`src/sv/wcb_pkg.sv`:
```
`timescale 1ns / 1ps
// ----------------------------------------------------------------------------
// wcb_pkg
// Shared widths, register indexes and the window word type of the 2x2 biased
// window correlator.
// ----------------------------------------------------------------------------
package wcb_pkg;

    localparam int PIX_W         = 8;
    localparam int SUM_W         = 32;
    localparam int CFG_IDX_W     = 3;
    localparam int CFG_DATA_W    = 32;
    localparam int IMG_W_W       = 9;
    localparam int IMG_H_W       = 13;
    localparam int ROW_W         = 12;
    localparam int MAX_HEIGHT    = 4096;
    localparam int DEF_MAX_WIDTH = 256;
    localparam int DEF_WIDTH     = 4;
    localparam int DEF_HEIGHT    = 4;
    localparam int NUM_TAPS      = 4;

    typedef logic signed [PIX_W-1:0] t_pix;

    // Configuration register indexes
    typedef enum logic [CFG_IDX_W-1:0] {
        CFG_COEF_TL  = 3'd0,
        CFG_COEF_TR  = 3'd1,
        CFG_COEF_BL  = 3'd2,
        CFG_COEF_BR  = 3'd3,
        CFG_BIAS     = 3'd4,
        CFG_WIDTH    = 3'd5,
        CFG_HEIGHT   = 3'd6
    } t_cfg_idx;

    // Window word handed along the cell chain. pix[0] is the tap that the
    // next cell consumes: upper-left, above, left, current.
    typedef struct packed {
        logic                          valid;
        logic                          last;
        logic [SUM_W-1:0]              sum;
        logic [NUM_TAPS-1:0][PIX_W-1:0] pix;
    } t_win;

endpackage

```
`src/sv/wcb_intf.sv`:
```
`timescale 1ns / 1ps
// ----------------------------------------------------------------------------
// wcb_intf
// Valid/ready channels of the window correlator: pixel input, result output
// and configuration write.
// ----------------------------------------------------------------------------
interface wcb_pix_if;
    import wcb_pkg::*;
    logic valid;
    logic ready;
    t_pix pixel;
    modport source (output valid, output pixel, input ready);
    modport sink   (input valid, input pixel, output ready);
endinterface

interface wcb_res_if;
    import wcb_pkg::*;
    logic                    valid;
    logic                    ready;
    logic signed [SUM_W-1:0] window_sum;
    logic                    frame_last;
    modport source (output valid, output window_sum, output frame_last, input ready);
    modport sink   (input valid, input window_sum, input frame_last, output ready);
endinterface

interface wcb_cfg_if;
    import wcb_pkg::*;
    logic                  valid;
    logic                  ready;
    logic [CFG_IDX_W-1:0]  index;
    logic [CFG_DATA_W-1:0] data;
    modport source (output valid, output index, output data, input ready);
    modport sink   (input valid, input index, input data, output ready);
endinterface

```
`src/sv/wcb_front.sv`:
```
`timescale 1ns / 1ps
// ----------------------------------------------------------------------------
// wcb_front
// Raster position counters, line buffer and window capture. Forms the 2x2
// window around each accepted pixel and starts its word with the bias.
// ----------------------------------------------------------------------------
module wcb_front #(
    parameter int MAX_WIDTH = wcb_pkg::DEF_MAX_WIDTH
) (
    input  logic                          i_clk,
    input  logic                          i_rst_n,
    input  logic                          i_adv,
    input  logic                          i_accept,
    input  wcb_pkg::t_pix                 i_pixel,
    input  logic [wcb_pkg::IMG_W_W-1:0]   i_image_width,
    input  logic [wcb_pkg::IMG_H_W-1:0]   i_image_height,
    input  logic [wcb_pkg::SUM_W-1:0]     i_bias,
    output wcb_pkg::t_win                 o_win
);
    import wcb_pkg::*;

    localparam int COL_W = (MAX_WIDTH > 1) ? $clog2(MAX_WIDTH) : 1;
    localparam int WW    = (COL_W + 1 > IMG_W_W) ? COL_W + 1 : IMG_W_W;

    logic [COL_W-1:0] r_col;
    logic [ROW_W-1:0] r_row;
    t_pix             r_line [MAX_WIDTH];
    t_pix             r_left_pixel;
    t_pix             r_ul_pixel;

    // Stage 1: captured window of the item just accepted
    logic             r_s1_valid;
    logic             r_emit;
    logic             r_last;
    t_pix             r_above;
    t_pix             r_left;
    t_pix             r_cur;

    logic [WW-1:0]      w_eff;
    logic [IMG_H_W-1:0] h_eff;
    logic               last_col;
    logic               last_row;

    // Saturate the geometry and find the frame edges
    always_comb begin
        w_eff = WW'(i_image_width);
        if (w_eff < WW'(2)) begin
            w_eff = WW'(2);
        end else if (w_eff > WW'(MAX_WIDTH)) begin
            w_eff = WW'(MAX_WIDTH);
        end
        h_eff = i_image_height;
        if (h_eff < IMG_H_W'(2)) begin
            h_eff = IMG_H_W'(2);
        end else if (h_eff > IMG_H_W'(MAX_HEIGHT)) begin
            h_eff = IMG_H_W'(MAX_HEIGHT);
        end
        last_col = WW'(r_col) >= (w_eff - WW'(1));
        last_row = IMG_H_W'(r_row) >= (h_eff - IMG_H_W'(1));
    end

    // Line buffer: read the pixel above, store the current one in its place
    always_ff @(posedge i_clk) begin
        if (i_accept) begin
            r_line[r_col] <= i_pixel;
            r_above       <= r_line[r_col];
            r_cur         <= i_pixel;
            r_left        <= r_left_pixel;
            r_emit        <= (r_row != '0) && (r_col != '0);
            r_last        <= last_col && last_row;
        end
    end

    // Advance position counters and neighbor pixels
    always_ff @(posedge i_clk) begin
        if (!i_rst_n) begin
            r_col        <= '0;
            r_row        <= '0;
            r_left_pixel <= '0;
            r_ul_pixel   <= '0;
            r_s1_valid   <= 1'b0;
        end else begin
            if (i_accept) begin
                r_left_pixel <= i_pixel;
                if (last_col) begin
                    r_col <= '0;
                    r_row <= last_row ? '0 : r_row + ROW_W'(1);
                end else begin
                    r_col <= r_col + COL_W'(1);
                end
            end
            if (i_adv) begin
                // the pixel above this item is upper-left of the next
                if (r_s1_valid) begin
                    r_ul_pixel <= r_above;
                end
                r_s1_valid <= i_accept;
            end
        end
    end

    // Start the window word
    always_comb begin
        o_win.valid  = r_s1_valid && r_emit;
        o_win.last   = r_last;
        o_win.sum    = i_bias;
        o_win.pix[0] = r_ul_pixel;
        o_win.pix[1] = r_above;
        o_win.pix[2] = r_left;
        o_win.pix[3] = r_cur;
    end

endmodule

```
`src/sv/wcb_cell.sv`:
```
`timescale 1ns / 1ps
// ----------------------------------------------------------------------------
// wcb_cell
// One multiply-accumulate cell of the chain: adds coefficient times the head
// tap to the running sum and hands the word on with the taps shifted down.
// ----------------------------------------------------------------------------
module wcb_cell (
    input  logic          i_clk,
    input  logic          i_rst_n,
    input  logic          i_adv,
    input  wcb_pkg::t_pix i_coef,
    input  wcb_pkg::t_win i_win,
    output wcb_pkg::t_win o_win
);
    import wcb_pkg::*;

    localparam int PROD_W = 2 * PIX_W;

    logic signed [PROD_W-1:0] prod;
    t_win                     n_win;
    t_win                     r_win;

    // Multiply the head tap, accumulate, shift the remaining taps
    always_comb begin
        prod        = PROD_W'(i_coef) * PROD_W'($signed(i_win.pix[0]));
        n_win.valid = i_win.valid;
        n_win.last  = i_win.last;
        n_win.sum   = i_win.sum + {{(SUM_W - PROD_W){prod[PROD_W-1]}}, prod};
        for (int i = 0; i < NUM_TAPS - 1; i++) begin
            n_win.pix[i] = i_win.pix[i+1];
        end
        n_win.pix[NUM_TAPS-1] = '0;
    end

    // Hold on stall, advance otherwise
    always_ff @(posedge i_clk) begin
        if (!i_rst_n) begin
            r_win.valid <= 1'b0;
        end else if (i_adv) begin
            r_win <= n_win;
        end
    end

    assign o_win = r_win;

endmodule

```
`src/sv/window_correlation_2x2_bias.sv`:
```
`timescale 1ns / 1ps
// ----------------------------------------------------------------------------
// window_correlation_2x2_bias
// 2x2 valid-mode window correlation with bias on a raster pixel stream.
// ----------------------------------------------------------------------------
// Takes one signed 8-bit pixel per clock in raster order and, for every 2x2
// window that lies inside the frame, returns bias plus the weighted window sum,
// wrapped to 32 bits; frame_last marks the window ending at the frame's last
// pixel. The accepting edge of a pixel loads the line buffer read stage, then
// each of four chained multiply-accumulate cells registers its word in turn,
// the last of which is the output register. Throughput is one pixel per clock;
// the whole pipeline holds while the output word is not taken, which is what
// drops input ready. The first row and first column of each frame give no
// result. Configuration writes are taken at any time but must only be issued
// while the block is idle; the line buffer needs no clearing.
// ----------------------------------------------------------------------------
module window_correlation_2x2_bias #(
    parameter int MAX_WIDTH = wcb_pkg::DEF_MAX_WIDTH
) (
    input  logic      i_clk,
    input  logic      i_rst_n,
    wcb_pix_if.sink   i_pix,
    wcb_cfg_if.sink   i_cfg,
    wcb_res_if.source o_res
);
    import wcb_pkg::*;

    t_pix               r_coef [NUM_TAPS];
    logic [SUM_W-1:0]   r_bias;
    logic [IMG_W_W-1:0] r_image_width;
    logic [IMG_H_W-1:0] r_image_height;

    t_win chain [NUM_TAPS+1];
    logic adv;
    logic accept;

    // Pipeline moves whenever the output register is free or being taken
    assign adv         = !chain[NUM_TAPS].valid || o_res.ready;
    assign i_pix.ready = adv;
    assign accept      = i_pix.valid && adv;
    assign i_cfg.ready = 1'b1;

    // Configuration registers
    always_ff @(posedge i_clk) begin
        if (!i_rst_n) begin
            for (int i = 0; i < NUM_TAPS; i++) begin
                r_coef[i] <= '0;
            end
            r_bias         <= '0;
            r_image_width  <= IMG_W_W'(DEF_WIDTH);
            r_image_height <= IMG_H_W'(DEF_HEIGHT);
        end else if (i_cfg.valid) begin
            case (t_cfg_idx'(i_cfg.index))
                CFG_COEF_TL: r_coef[0]      <= i_cfg.data[PIX_W-1:0];
                CFG_COEF_TR: r_coef[1]      <= i_cfg.data[PIX_W-1:0];
                CFG_COEF_BL: r_coef[2]      <= i_cfg.data[PIX_W-1:0];
                CFG_COEF_BR: r_coef[3]      <= i_cfg.data[PIX_W-1:0];
                CFG_BIAS:    r_bias         <= i_cfg.data[SUM_W-1:0];
                CFG_WIDTH:   r_image_width  <= i_cfg.data[IMG_W_W-1:0];
                CFG_HEIGHT:  r_image_height <= i_cfg.data[IMG_H_W-1:0];
                default: begin
                end
            endcase
        end
    end

    // Window capture
    wcb_front #(
        .MAX_WIDTH (MAX_WIDTH)
    ) u_front (
        .i_clk          (i_clk),
        .i_rst_n        (i_rst_n),
        .i_adv          (adv),
        .i_accept       (accept),
        .i_pixel        (i_pix.pixel),
        .i_image_width  (r_image_width),
        .i_image_height (r_image_height),
        .i_bias         (r_bias),
        .o_win          (chain[0])
    );

    // Multiply-accumulate chain, one cell per tap
    for (genvar g = 0; g < NUM_TAPS; g++) begin : g_cell
        wcb_cell u_cell (
            .i_clk   (i_clk),
            .i_rst_n (i_rst_n),
            .i_adv   (adv),
            .i_coef  (r_coef[g]),
            .i_win   (chain[g]),
            .o_win   (chain[g+1])
        );
    end

    // Output word straight from the last cell register
    assign o_res.valid      = chain[NUM_TAPS].valid;
    assign o_res.window_sum = chain[NUM_TAPS].sum;
    assign o_res.frame_last = chain[NUM_TAPS].last;

endmodule
```
`src/flat_wrapper.sv`:
```
// flat-port wrapper written by rule: the top's interface ports become plain ports
module window_correlation_2x2_bias_flat import wcb_pkg::*;
#(
    parameter int MAX_WIDTH = wcb_pkg::DEF_MAX_WIDTH
)
  (i_clk, i_rst_n, i_pix_valid, i_pix_pixel, i_pix_ready, i_cfg_valid, i_cfg_index, i_cfg_data, i_cfg_ready, o_res_valid, o_res_window_sum, o_res_frame_last, o_res_ready);
  wcb_pix_if i_pix_i ();
  wcb_cfg_if i_cfg_i ();
  wcb_res_if o_res_i ();
  input  logic i_clk;
  input  logic i_rst_n;
  input wire logic [$bits(i_pix_i.valid)-1:0] i_pix_valid;
  input wire logic [$bits(i_pix_i.pixel)-1:0] i_pix_pixel;
  output wire logic [$bits(i_pix_i.ready)-1:0] i_pix_ready;
  input wire logic [$bits(i_cfg_i.valid)-1:0] i_cfg_valid;
  input wire logic [$bits(i_cfg_i.index)-1:0] i_cfg_index;
  input wire logic [$bits(i_cfg_i.data)-1:0] i_cfg_data;
  output wire logic [$bits(i_cfg_i.ready)-1:0] i_cfg_ready;
  output wire logic [$bits(o_res_i.valid)-1:0] o_res_valid;
  output wire logic [$bits(o_res_i.window_sum)-1:0] o_res_window_sum;
  output wire logic [$bits(o_res_i.frame_last)-1:0] o_res_frame_last;
  input wire logic [$bits(o_res_i.ready)-1:0] o_res_ready;
  assign i_pix_i.valid = i_pix_valid;
  assign i_pix_i.pixel = i_pix_pixel;
  assign i_pix_ready = i_pix_i.ready;
  assign i_cfg_i.valid = i_cfg_valid;
  assign i_cfg_i.index = i_cfg_index;
  assign i_cfg_i.data = i_cfg_data;
  assign i_cfg_ready = i_cfg_i.ready;
  assign o_res_valid = o_res_i.valid;
  assign o_res_window_sum = o_res_i.window_sum;
  assign o_res_frame_last = o_res_i.frame_last;
  assign o_res_i.ready = o_res_ready;
  window_correlation_2x2_bias #(.MAX_WIDTH(MAX_WIDTH)) u_core (.i_clk(i_clk), .i_rst_n(i_rst_n), .i_pix(i_pix_i), .i_cfg(i_cfg_i), .o_res(o_res_i));
endmodule
```
`config.mk`:
```
export PLATFORM = sky130hd
export DESIGN_NAME = window_correlation_2x2_bias_flat
export DESIGN_NICKNAME = d
export VERILOG_FILES = /design/src/sv/wcb_pkg.sv /design/src/sv/wcb_intf.sv /design/src/sv/wcb_front.sv /design/src/sv/wcb_cell.sv /design/src/sv/window_correlation_2x2_bias.sv /design/src/flat_wrapper.sv
export SDC_FILE = /design/constraint.sdc
export NUM_CORES = 2
export LEC_CHECK = 0
export ABC_AREA = 1
export BUFFER_PORTS_ARGS = -buffer_cell sky130_fd_sc_hd__buf_2
export CORE_UTILIZATION = 60
export CTS_CLUSTER_DIAMETER = 60
export DETAILED_ROUTE_END_ITERATION = 6
export HOLD_SLACK_MARGIN = 0.1
export PLACE_DENSITY = 0.76
export RECOVER_POWER = 100
export SYNTH_ARGS = -nofsm -noshare
export SYNTH_HDL_FRONTEND = slang
export SYNTH_SLANG_ARGS = --single-unit
```
`constraint.sdc`:
```
create_clock -name i_clk -period 20.8 [get_ports i_clk]
set_input_delay 3.12 -clock i_clk [delete_from_list [all_inputs] [get_ports i_clk]]
set_output_delay 3.12 -clock i_clk [all_outputs]
set_load 0.01 [all_outputs]
```
==> out/metrics.yaml <==
cp.arrival_ns: 13.24
worstPathMaxFanout: 123
worstPathCellList: "clkbuf_1 > clkbuf_1 > clkbuf_1"
multiInputGateArea_mm2: 0.03407
final_layout_size_suffix_gt1_share_pct: 4.771
cts_hold_buf: 0
io_buffers: 82
violations: "capacitance limit, slew limit"
syn2layout_area_growth_pct: 8.408
syn_area_mm2: 0.1101
dieHeight_um: 430.4
cpPeakStageDelay_ns: 4.64
die_area_mm2: 0.1852
vias_per_cell: 6.163
fin_crit_ns: 13.17
hold_viol: 0
synth_top_area_share_pct: 62.35
cts_buffers: 229
p_leak_nw: 44.14
ant_nets: 0
synth_seq_cells: 2381
ys_seq_area_share_pct: 64.08
post_cts_buffers: 0
drtIter0Drc: 9779
peakVddDrop_mv: 0.2302
regToRegStartpoint: "u_core.u_front.r_col[0]$_SDFFE_PN0P_"
grt-ovfl-total: 0
required_ns: 20.87
cp_slowest_cell: "clkbuf_1"
layout_common_cells: "edfxtp_1 (2286), nor2_1 (1695), nand2_1 (1279)"
place_ws_ns: 13.85
drt-wirelength-per-cell_um: 23.34
cp_common_cell: "clkbuf_1"
root_buffer: "clkbuf_16"
hp-class: "flop to flop"
final_nets: 10199
vias: 75334
syn_area_per_cell_um2: 11.24
fin_area_mm2: 0.1194
drv_slew: 2705
synthArstFlopShare_pct: 0
io_pins: 84
syn_inst: 9794
worst_pin_slew_ns: 6.776
layout_commonest_cell: "edfxtp_1"
layout_setup_ws_ns: 7.630
fin_setup_tns_ns: 0
clk_path_buf_depth: 3
ys_warn_count: 0
maxCapViolCount: 42
final_cells: 12223
synth_cell_types: 61
synth_area_leader_cell: "edfxtp_1"
rows: 156
finClkSkew_ns: 0.1058
synth_nets: 10342
drt_wl_total_mm: 285.3
status: "finished with violations"
cts_resized: 0
initial_core_util_pct: 60.65
path_clk_slew_ns: 0.06
htreeDepth: 4
post-route-period-util_pct: 63.32
cp-start-kind: "input pin"
route.detailed.drc: 0
rsz0062_at_grt: "false"
synth_area_leaders: "edfxtp_1 (62%), nor2_1 (5.8%), o21ai_0 (5.6%)"
core_area_mm2: 0.1815
setup_viol_count_final: 0
maxSlewHeadroom_pct: -351.7
grt_max_degree: 184
post-place-cells: 11790
crit_type: "input pin to flop"
endpoint_kind: "flop"
cts_sinks: 2381
synth_flop_cell: "edfxtp_1"
dp_hpwl_mm: 175.8
min_from: "u_core.g_cell[0].u_cell.o_win[13]$_DFFE_PP_"
dr.pass1.iters: 7
fmax_mhz: 75.93
grt_pass1_vias: 72995
regArea_mm2: 0.07056
fillers: 13246
synth_edf_count: 2286
grt_first_pass_wirelength_mm: 430.5
powerDensity_mw_per_mm2: 141.4
startpoint: "i_pix_pixel[4]"
p_total_mw: 16.88
die_w_um: 430.4
place.gp.congestion: 0.9492
cts_tree: "done"
antenna_found_initial: 10
placed_cell_area_mm2: 0.1119
clock_latency_ns: 0.90
grt_use_total_pct: 30.47
logic make-up (layout without fill, tap and decap cells):
| family | Yosys count | count (layout) | share of synthesized area [%] |
|---|---|---|---|
| and+or+nand+nor | 3214 | 3214 | 11.36 |
| buffers and inverters | 1335 | 1393 | 4.982 |
| AOI/OAI and AO/OA | 2179 | 2179 | 10.90 |
| DFF | 2381 | 2381 | 64.08 |
| xor gates and xnor gates | 184 | 184 | 1.464 |
| adders and majority gates | 500 | 500 | 7.210 |
| other | 1 | 2 | 0.003406 |
final timing paths:
| kind | to | slack, ns | cells after the start |
|---|---|---|---|
| setup / recovery | u_core.u_front.r_line[184][4]$_DFFE_PP_ | 7.63 | 3 |
| hold / removal | u_core.g_cell[1].u_cell.o_win[5]$_DFFE_PP_ | 0.41 | 0 |
| setup reg to reg | u_core.u_front.r_above[3]$_DFFE_PP_ | 8.15 | 14 |
| hold reg to reg | u_core.g_cell[1].u_cell.o_win[5]$_DFFE_PP_ | 0.41 | 0 |
worst max-delay path, delay by kind of cell:
kind	cells	cell delay [ns]
buffers and inverters	3	9.97
stage by stage:
stage | utilization [%] | hold slack (ns)
after global routing | 65.75 | 0.4214
final | 65.75 | 0.4069
after detailed placement | 61.64 | 0.4045
after global placement | 61.64 | 0.4025
after floorplan | - | 0.4003
after CTS | 65.92 | 0.4123
per-layer routing:
| metal | part of all wire [%] | global-route usage [%] | up-vias |
|---|---|---|---|
| met2 | 47 | 48.51 | 4318 |
| li1 | - | - | 33807 |
| met4 | 5.3 | 15.21 | 12 |
| met1 | 37 | 40.31 | 36448 |
| met5 | 0.028 | 0 | - |
| met3 | 11 | 5.920 | 749 |
cell type report:
class                   count  area share (%)
diodes                      1        0.002097
clock buffers             271           4.994
clock inverters           161           1.519
inverters                 785           2.495
multi-input cells        6078           28.54
flip-flops and latches   2381           59.12
well taps                2370           2.485
repair buffers            176          0.8471
synthesized netlist by cell type (55+ instances only):
master / n
edfxtp_1: 2286
nor2_1: 1696
nand2_1: 1278
o21ai_0: 1237
inv_1: 771
o22ai_1: 490
clkbuf_1: 312
ha_1: 276
a21oi_1: 250
fa_1: 224
buf_2: 159
nand3_1: 118
xor2_1: 113
dfxtp_1: 95
xnor2_1: 71
nand4_1: 58
buf_4: 55
report_power, final:
group          internal (mW)  switching [mW]  leakage, nW  total (mW)
registers               5.79           0.104         21.5        5.90
clock network           2.42            1.84         3.80        4.26
logic                   2.37            4.35         18.8        6.72
registers in the layout, summed over array words and instances (netlist names):
register	cells
u_core.u_front.r_line	2048
u_core.g_cell.u_cell.o_win	184
u_core.r_bias	32
u_core.r_coef	32
u_core.r_image_height	13
u_core.u_front.r_row	12
u_core.r_image_width	9
u_core.u_front.r_above	8
u_core.u_front.r_col	8
u_core.u_front.r_cur	8
u_core.u_front.r_left	8
u_core.u_front.r_left_pixel	8
u_core.u_front.r_ul_pixel	8
u_core.u_front.r_emit	1
u_core.u_front.r_last	1
u_core.u_front.r_s1_valid	1
No activity file was read; power rests on OpenSTA's default activity.
